===== src/design/nrbs_pkg.sv =====
// Shared types, codes and helpers for the NMEA ring buffer scanner.
`default_nettype none
package nrbs_pkg;

   localparam int DEPTH = 1024;
   localparam int IDX_W = $clog2(DEPTH);
   localparam int OUT_W = 10;

   typedef logic [IDX_W-1:0] idx_type;

   localparam logic [1:0] CMD_WRITE = 2'd0;
   localparam logic [1:0] CMD_SEEK  = 2'd1;
   localparam logic [1:0] CMD_FIELD = 2'd2;

   localparam logic [1:0] STAT_OK       = 2'd0;
   localparam logic [1:0] STAT_FULL     = 2'd1;
   localparam logic [1:0] STAT_NO_MSG   = 2'd2;
   localparam logic [1:0] STAT_NO_DELIM = 2'd3;

   localparam logic [7:0] CH_DOLLAR = 8'h24;
   localparam logic [7:0] CH_BANG   = 8'h21;
   localparam logic [7:0] CH_COMMA  = 8'h2C;
   localparam logic [7:0] CH_STAR   = 8'h2A;
   localparam logic [7:0] CH_CR     = 8'h0D;

   typedef enum logic [1:0] {
      S_IDLE,
      S_SEEK,
      S_FIELD
   } state_type;

   typedef enum logic [3:0] {
      ACT_NONE,
      ACT_REPORT,
      ACT_WRITE,
      ACT_SEEK_INIT,
      ACT_FIELD_INIT,
      ACT_STEP,
      ACT_SEEK_HIT,
      ACT_SEEK_MISS,
      ACT_FIELD_HIT,
      ACT_FIELD_MISS
   } act_type;

   typedef struct packed {
      act_type    act;
      logic [1:0] status;
      logic [7:0] data;
   } scan_ctl_type;

   typedef struct packed {
      logic empty;
      logic one_left;
      logic at_write;
   } scan_flag_type;

   typedef struct packed {
      logic [1:0] status;
      idx_type    start;
      idx_type    length;
      idx_type    fill;
   } scan_rsp_type;

   function automatic logic is_start_mark(input logic [7:0] b);
      return (b == CH_DOLLAR) || (b == CH_BANG);
   endfunction

   function automatic logic is_field_end(input logic [7:0] b);
      return (b == CH_COMMA) || (b == CH_STAR) || (b == CH_CR);
   endfunction

endpackage
`default_nettype wire


===== src/design/nrbs_scan_unit.sv =====
// Ring pointers, field pointers and the shared scan pointer with its incrementer.
`default_nettype none
module nrbs_scan_unit (
   input  wire logic                   clock,
   input  wire logic                   reset,
   input  wire nrbs_pkg::scan_ctl_type ctl,
   output nrbs_pkg::scan_flag_type     flags,
   output nrbs_pkg::scan_rsp_type      rsp,
   output logic                        wr_en,
   output nrbs_pkg::idx_type           wr_addr,
   output logic [7:0]                  wr_data,
   output nrbs_pkg::idx_type           rd_addr
);

   nrbs_pkg::idx_type wp_ff, wp_in;
   nrbs_pkg::idx_type rp_ff, rp_in;
   nrbs_pkg::idx_type beg_ff, beg_in;
   nrbs_pkg::idx_type fin_ff, fin_in;
   nrbs_pkg::idx_type pos_ff, pos_in;
   nrbs_pkg::idx_type start_ff, start_in;
   nrbs_pkg::idx_type inc_base;
   nrbs_pkg::idx_type inc;
   nrbs_pkg::idx_type fill;
   nrbs_pkg::idx_type fill_pos;
   logic              full;

   always_comb begin
      fill     = wp_ff - rp_ff;
      fill_pos = wp_ff - pos_ff;
      full     = (fill == nrbs_pkg::idx_type'(nrbs_pkg::DEPTH - 1));
      inc_base = (ctl.act == nrbs_pkg::ACT_FIELD_INIT) ? fin_ff : pos_ff;
      inc      = inc_base + nrbs_pkg::idx_type'(1);

      wp_in    = wp_ff;
      rp_in    = rp_ff;
      beg_in   = beg_ff;
      fin_in   = fin_ff;
      pos_in   = pos_ff;
      start_in = start_ff;

      rsp.status = ctl.status;
      rsp.start  = beg_ff;
      rsp.length = fin_ff - beg_ff;
      rsp.fill   = fill;

      case (ctl.act)
         nrbs_pkg::ACT_WRITE: begin
            wp_in = wp_ff + nrbs_pkg::idx_type'(1);
            if (full) begin
               // drop the oldest byte
               rp_in      = rp_ff + nrbs_pkg::idx_type'(1);
               rsp.status = nrbs_pkg::STAT_FULL;
            end else begin
               rsp.status = nrbs_pkg::STAT_OK;
               rsp.fill   = fill + nrbs_pkg::idx_type'(1);
            end
         end
         nrbs_pkg::ACT_SEEK_INIT: begin
            pos_in = rp_ff;
         end
         nrbs_pkg::ACT_FIELD_INIT: begin
            pos_in   = inc;
            start_in = inc;
         end
         nrbs_pkg::ACT_STEP: begin
            pos_in = inc;
         end
         nrbs_pkg::ACT_SEEK_HIT: begin
            rp_in      = pos_ff;
            beg_in     = pos_ff;
            fin_in     = pos_ff;
            rsp.status = nrbs_pkg::STAT_OK;
            rsp.start  = pos_ff;
            rsp.length = '0;
            rsp.fill   = fill_pos;
         end
         nrbs_pkg::ACT_SEEK_MISS: begin
            rp_in      = pos_ff;
            rsp.status = nrbs_pkg::STAT_NO_MSG;
            rsp.fill   = fill_pos;
         end
         nrbs_pkg::ACT_FIELD_HIT: begin
            beg_in     = start_ff;
            fin_in     = pos_ff;
            rsp.status = nrbs_pkg::STAT_OK;
            rsp.start  = start_ff;
            rsp.length = pos_ff - start_ff;
         end
         nrbs_pkg::ACT_FIELD_MISS: begin
            // keep field pointers so the scan can be retried later
            rsp.status = nrbs_pkg::STAT_NO_DELIM;
            rsp.start  = start_ff;
            rsp.length = pos_ff - start_ff;
         end
         default: begin
         end
      endcase

      flags.empty    = (wp_ff == rp_ff);
      flags.at_write = (pos_ff == wp_ff);
      flags.one_left = (fill_pos <= nrbs_pkg::idx_type'(1));

      wr_en   = (ctl.act == nrbs_pkg::ACT_WRITE);
      wr_addr = wp_ff;
      wr_data = ctl.data;
      rd_addr = pos_in;
   end

   always_ff @(posedge clock) begin
      if (reset) begin
         wp_ff  <= '0;
         rp_ff  <= '0;
         beg_ff <= '0;
         fin_ff <= '0;
      end else begin
         wp_ff  <= wp_in;
         rp_ff  <= rp_in;
         beg_ff <= beg_in;
         fin_ff <= fin_in;
      end
   end

   always_ff @(posedge clock) begin
      pos_ff   <= pos_in;
      start_ff <= start_in;
   end

endmodule
`default_nettype wire

===== config.mk =====
export PLATFORM = sky130hd
export DESIGN_NAME = nrbs_scan_unit
export DESIGN_NICKNAME = d
export VERILOG_FILES = /design/src/design/nrbs_pkg.sv /design/src/design/nrbs_scan_unit.sv
export SDC_FILE = /design/constraint.sdc
export NUM_CORES = 1
export LEC_CHECK = 0
export ABC_AREA = 1
export BUFFER_PORTS_ARGS = -buffer_cell sky130_fd_sc_hd__clkbuf_2
export CORE_UTILIZATION = 35
export CTS_CLUSTER_DIAMETER = 80
export DETAILED_ROUTE_END_ITERATION = 16
export HOLD_SLACK_MARGIN = 0.06
export MAX_ROUTING_LAYER = met4
export PLACE_DENSITY = 0.55
export SETUP_SLACK_MARGIN = 0.1
export SLEW_MARGIN = 20
export SYNTH_ARGS = -nofsm -noshare
export SYNTH_HDL_FRONTEND = slang
export SYNTH_SLANG_ARGS = --single-unit

===== constraint.sdc =====
create_clock -name clock -period 2.9 [get_ports clock]
set_input_delay 0.145 -clock clock [delete_from_list [all_inputs] [get_ports clock]]
set_output_delay 0.145 -clock clock [all_outputs]
set_load 0.005 [all_outputs]

## Yosys cells after proc, flatten, opt, wreduce, memory -nomap -nowiden

Cells that the tools add are included.

- Flip-flop bits (word level): 60
- Bits of input ports: 16

- Add/subtract/negate cells: 8
- $lt $le $gt $ge: 1
- Eq/ne operators: 12
- Multiplexer cells: 10
- Reductions and logical operators: 7

Operators with widths:

| operator | number |
|---|---|
| 10-bit one-hot mux with 2 select lines | 4 |
| 10-bit by 1-bit adder with 10-bit output, second input constant | 4 |
| 20-bit one-hot mux with 2 select lines | 1 |
| 10-bit subtractor | 4 |
| 10-bit 2-to-1 mux | 3 |
| 10-bit equality test | 2 |
| 4-bit by 3-bit equality test with 1-bit output, second input constant | 4 |
| 10-bit equality test, second input constant | 1 |
| 10-bit by 1-bit less-or-equal comparator with 1-bit output, second input constant | 1 |
| 4-bit by 2-bit equality test with 1-bit output, second input constant | 2 |
| 4-bit equality test, second input constant | 2 |
| 2-bit one-hot mux with 4 select lines | 1 |
| 2-bit OR reduction | 4 |
| 2-bit nonzero test | 2 |
| 2-bit by 1-bit inequality test with 1-bit output, second input constant | 1 |
| 2-bit AND reduction | 1 |
| 1-bit 2-to-1 mux | 1 |

## Longest topological paths before layout

Gate-level depths: netlist of run 1.

- Depth after elaboration: 4
- Gate-level depth with buffers: 17

## Least setup slack after synthesis of run 1

Ideal clock, no wire load.

- Path type: register to output
- Start: register wp_ff[0], in the netlist wr_addr[0]
- End: output rsp[1] (netlist name)
- Arrival: 2.380 ns
- Data required time: 2.755 ns
- Setup slack: 0.375 ns
- Stages on the path, launching flop included: 16
- Buffers on the path: 0
- Cell sequence: dfxtp_1 > inv_1 > ha_1 > fa_1 > inv_1 > ha_1 > inv_1 > nor2_2 > nand3_2 > nor2_4 > nand2_2 > nor2_8 > nand2_1 > nand2_1 > o21ai_1 > o21bai_1

RTL lines:

| item | line | source |
|---|---|---|
| start: declaration | nrbs_scan_unit.sv:15 | `nrbs_pkg::idx_type wp_ff, wp_in;` |
| start signal: assignment | nrbs_scan_unit.sv:116 | `wp_ff <= wp_in;` |
| end: declaration | nrbs_scan_unit.sv:8 | `output nrbs_pkg::scan_rsp_type rsp,` |

==> flow_summary.yaml, run 1 <==
timing:
  hold_violations: 0
  setup_viol: 0
  rsz0062_at_grt: "yes"
  timing.slew.headroom: 0.442
  drv_slew: 0
  skew_ns: 0.00403
  postLayoutSetupSlackWorst_ns: 0.0555
  worst_slew_pin_slew_ns: 0.837
  fin_crit_ns: 2.84
  fmax_ghz: 0.352
  min_period_over_period: 0.981
  setup_tns_ns: 0
setup_path:
  critPathKind: "flop to primary output"
  cp_cell_sequence: "inv_4, ha_4, fa_1, inv_2, ha_4, inv_2, nor2_4, nand3_2, nor2_4, nand2_4, nor2_8, nand2_4, nand2_2, nand3_2, o211ai_1, buf_2"
  cp.required_ns: 2.76
  cp.buffers_inverters: 4
  crit_path_max_fanout: 6
  crit_family: "simple AND/OR/NAND/NOR gates"
  crit_slowest_cell: "fa_1"
  ff2ff_setup_slack_ns: 0.18
  arrival_ns: 2.70
  start_kind: "flop"
  critPathMaxStageDelay_ns: 0.47
  end_kind: "primary output"
global_route:
  antenna_found_initial: 0
  grt_pass1_vias: 5137
  grt_pass1_wl_microns: 26900
  grt_usage: 0.220
  grt.overflow.total: 0
  grt_max_degree: 34
finish:
  layout_common_cells: "nand2_1, inv_1, nand3_1"
  n_antenna_cell: 0
  layout.nets: 985
  multi_input_area_sq_mm: 0.00362
  n_fill_cell: 1644
  synthToLayoutAreaGrowth_pct: 21.3
  layout_commonest_cell: "nand2_1"
  register_area_sq_mm: 0.00131
  drive_gt1_frac: 0.198
  final_util: 0.434
status:
  status: "finished, final reports clean"
synthesis:
  ys_seq_area_frac: 0.239
  synth-seq-cells: 60
  yosysWarnings: 0
  ys_top_cells_by_area: "dfxtp_1, nand2_1, inv_1"
  synth_edf_count: 10
  netlist_area_sq_mm: 0.00544
  async_flop_share: 0
  avgSynthCellArea_sq_um: 6.46
  synth_top_flop_cell: "dfxtp_1"
  synth.distinct_cells: 46
  synth_cells: 842
  synth_top_cell_by_area: "dfxtp_1"
  synth_top_area_share: 0.184
  syn_nets: 902
power_and_ir_drop:
  leakagePower_nw: 3.29
  p_per_area_mw_per_mm2: 493
  ir_drop_v: 0.000290
floorplan:
  core_area_sq_mm: 0.0152
  die_w_microns: 127
  dieHeight_microns: 127
  die-area_sq_mm: 0.0160
  ios: 80
  rows: 45
  start_util: 0.358
drt:
  vias: 5656
  ant_nets: 0
  post_drt_wl_per_cell_microns: 15.0
  post-route-drc-count: 0
  drt-total-wl_microns: 16800
  first_iter_violations: 348
  firstDrtPassIters: 5
  via_per_inst: 5.06
placement:
  place_hpwl_microns: 13000
  port_buffers: 63
  gp_congestion: 0.849
  dp_slack_ns: 0.0702
clock_tree:
  cts_sinks: 60
  clock_latency_ns: 0.34
  cts_hold_buf: 0
  htree_levels: 3
  clk_pin_slew_ns: 0.05
  cts_inserted_buffers: 9
  clockBufferDepth: 2
  root_buffer: "clkbuf_16"
  cts_tree: "built"
flow_run:
  maxCapViolations: 0
worst_hold_path:
  hold_path_class: "primary input to flop"
report_power, final:
part           total, W  switching, W  internal [W]
combinational   0.00122      0.000744      0.000478
sequential     0.000964     0.0000579      0.000906
clock           0.00106      0.000401      0.000663
total           0.00325       0.00120       0.00205
synthesized netlist by cell type (4+ instances only):
| cell | n |
|---|---|
| nor2_2 | 6 |
| o211ai_1 | 10 |
| inv_2 | 4 |
| fa_1 | 4 |
| buf_4 | 8 |
| nand3b_1 | 5 |
| a21oi_1 | 53 |
| edfxtp_1 | 10 |
| a31oi_1 | 13 |
| nand2_1 | 217 |
| nand2_2 | 10 |
| nor2_1 | 51 |
| xor2_1 | 12 |
| inv_1 | 139 |
| xnor2_1 | 6 |
| clkbuf_1 | 6 |
| dfxtp_1 | 50 |
| o21ai_0 | 52 |
| o22ai_1 | 9 |
| nor3_1 | 8 |
| buf_2 | 7 |
| nand3_2 | 4 |
| ha_1 | 40 |
| nand4_1 | 9 |
| o221ai_1 | 17 |
| nand3_1 | 59 |
per-layer routing:
metal	track usage	wire, microns
met1	0.310	8670
met2	0.330	7270
met3	0.0329	670
met5	-	0
met4	0.0446	162
worst paths after layout:
path,startpoint,endpoint,depth (start not counted)
setup reg to reg,wr_addr[0]$_SDFFE_PP0P_,rp_ff[0]$_SDFFE_PP0P_,18
setup / recovery,wr_addr[0]$_SDFFE_PP0P_,rsp[0],16
hold / removal,ctl[13],wr_addr[0]$_SDFFE_PP0P_,4
hold reg to reg,beg_ff[6]$_SDFFE_PP0P_,beg_ff[6]$_SDFFE_PP0P_,2
state kept, by name, indices dropped and copies added, names as in the netlist:
name,cells
rp_ff,10
wr_addr,10
fin_ff,10
start_ff,10
beg_ff,10
pos_ff,10
logic make-up after synthesis:
| family | share of synthesized area |
|---|---|
| AO/OA/AOI/OAI | 0.188 |
| XOR/XNOR | 0.0290 |
| adder cells (fa/ha/maj) | 0.107 |
| buffers and inverters | 0.126 |
| flip-flops | 0.239 |
| AND/OR/NAND/NOR | 0.310 |
repair_timing:
action                                  CTS  global route
pin swaps                                 7             8
endpoints found under the setup margin   12            22
buffers inserted                          6             6
resized for setup                        23            42
cloned                                    1             0
through the flow:
step | total power (W) | cell area (sq um) | cells | hold slack, ns
6_report | 0.00325 | 6600 | 1118 | 0.278
3_5_place_dp | 0.00213 | 6010 | 1089 | 0.290
5_1_grt | 0.00346 | 6600 | 1118 | 0.290
2_1_floorplan | 0.00176 | 5440 | 842 | 0.371
3_3_place_gp | 0.00214 | 6010 | 1089 | 0.290
4_1_cts | 0.00324 | 6440 | 1112 | 0.286
tightest hold or removal path, delay by kind of cell:
kind	cells	cell delay, ns
AOI/OAI and AO/OA	1	0.09
buffers and inverters	1	0.11
and+or+nand+nor	2	0.22
layout make-up:
type	instances	area share
Clock inverter	6	0.00987
Tap cell	188	0.0357
Multi-Input combinational cell	613	0.550
Clock buffer	10	0.0347
Inverter	144	0.0823
Timing Repair Buffer	97	0.0895
Sequential cell	60	0.198
No activity file was read; power rests on OpenSTA's default activity.
==> run 2, diff against run 1 <==
CORE_MARGIN = 2   (was unset)
clock period = 3.3 ns   (was 2.9 ns; I/O delays follow)
==> flow_summary.yaml, run 2 (synthesis gave the netlist of run 1 again) <==
timing:
  fmax_ghz: 0.334
  whs_ns: 0.330
  skew_ns: 0.00576
  drv_slew: 0
  setup_viol: 0
  setup_tns_ns: 0
  rsz0062_at_grt: "yes"
  min_period_over_period: 0.907
  hold_violations: 0
  timing.slew.headroom: 0.457
  worst_slew_pin_slew_ns: 0.813
  fin_crit_ns: 2.99
global_route:
  grt_max_degree: 34
  grt_pass1_vias: 5046
  grt_pass1_wl_microns: 26200
  grt_usage: 0.207
  grt.overflow.total: 0
  antenna_found_initial: 0
floorplan:
  ios: 80
  rows: 45
  core_area_sq_mm: 0.0152
  die_w_microns: 129
  dieHeight_microns: 129
  start_util: 0.358
  die-area_sq_mm: 0.0165
power_and_ir_drop:
  ir_drop_v: 0.000280
  p_per_area_mw_per_mm2: 444
  leakagePower_nw: 3.12
clock_tree:
  clk_pin_slew_ns: 0.05
  cts_sinks: 60
  root_buffer: "clkbuf_16"
  clockBufferDepth: 2
  clock_latency_ns: 0.33
  cts_inserted_buffers: 9
  cts_tree: "built"
  cts_hold_buf: 0
  htree_levels: 3
setup_path:
  end_kind: "primary output"
  start_kind: "flop"
  critPathKind: "flop to primary output"
  r2r_start: "wr_addr[0]$_SDFFE_PP0P_"
  cp.required_ns: 3.13
  arrival_ns: 2.83
  crit_start: "wr_addr[0]$_SDFFE_PP0P_"
  crit_path_max_fanout: 9
drt:
  drt-total-wl_microns: 16400
  vias: 5506
  via_per_inst: 5.03
  post-route-drc-count: 0
  post_drt_wl_per_cell_microns: 15.0
  first_iter_violations: 430
  ant_nets: 0
  firstDrtPassIters: 5
placement:
  gp_congestion: 0.880
  port_buffers: 63
  place_hpwl_microns: 12900
flow_run:
  maxCapViolations: 0
finish:
  synthToLayoutAreaGrowth_pct: 14.7
  layout_commonest_cell: "nand2_1"
  n_antenna_cell: 0
  layout.nets: 962
  layout_common_cells: "nand2_1, inv_1, clkbuf_2"
  n_fill_cell: 1666
  drive_gt1_frac: 0.147
status:
  status: "finished, final reports clean"
worst_hold_path:
  hold_path_class: "primary input to primary output"
  min-delay-start: "ctl[0]"
## run 2: per-layer routing
metal | wire, microns | vias up | global-route usage
met5 | 0 | - | -
met1 | 8490 | 2487 | 0.295
met4 | 107 | 0 | 0.0377
met2 | 7110 | 106 | 0.316
met3 | 684 | 8 | 0.0283
li1 | - | 2905 | -
## run 2: timing repair
item,in CTS,in global routing
pin swaps,0,1
gates resized for setup,2,7
hold endpoints to repair,0,0
setup endpoints to repair,8,11
buffers inserted,0,5
## run 2: worst max-delay path, stage by stage (launching register included)
cell and delay, ns:
dfxtp_2 0.34, inv_2 0.06, ha_1 0.22, fa_1 0.48
inv_2 0.09, ha_1 0.16, inv_1 0.05, nor2_2 0.13
nand3_2 0.11, nor2_4 0.12, nand2_2 0.10, nor2_8 0.15
nand2_4 0.10, o21ai_0 0.09, nand2_1 0.07, o211ai_1 0.10
clkbuf_2 0.14
## run 2: path summary, 6_finish.rpt
| path | depth (start not counted) | slack [ns] | end |
|---|---|---|---|
| max | 16 | 0.31 | rsp[3] |
| min | 0 | 0.33 | wr_data[0] |
| max reg2reg | 17 | 0.46 | rp_ff[1]$_SDFFE_PP0P_ |
| min reg2reg | 2 | 0.48 | rp_ff[6]$_SDFFE_PP0P_ |
## run 2: final cells by class
cell class / instances / area, sq um / share of cell area
multi-input combinational: 612 / 3460 / 0.556
sequential: 60 / 1300 / 0.209
inverter: 144 / 541 / 0.0867
timing repair buffer: 75 / 405 / 0.0650
tap: 188 / 235 / 0.0377
clock buffer: 11 / 233 / 0.0373
clock inverter: 5 / 52.6 / 0.00843
## run 2: stage by stage
step | setup WS, ns | cells | cell area [sq um] | total power [W] | utilization
after CTS | 0.123 | 1090 | 6180 | 0.00278 | 0.407
after detailed placement | 0.386 | 1074 | 5890 | 0.00185 | 0.388
final | 0.308 | 1095 | 6230 | 0.00277 | 0.410
after global placement | 0.445 | 1074 | 5890 | 0.00186 | 0.388
after global routing | 0.0603 | 1095 | 6230 | 0.00296 | 0.410
after floorplan | 0.755 | 842 | 5440 | 0.00155 | -
## run 2: power by group
group	leakage, nW	internal (W)	switching (W)
clock network	0.139	0.000580	0.000337
logic	2.48	0.000375	0.000625
registers	0.500	0.000796	0.0000550
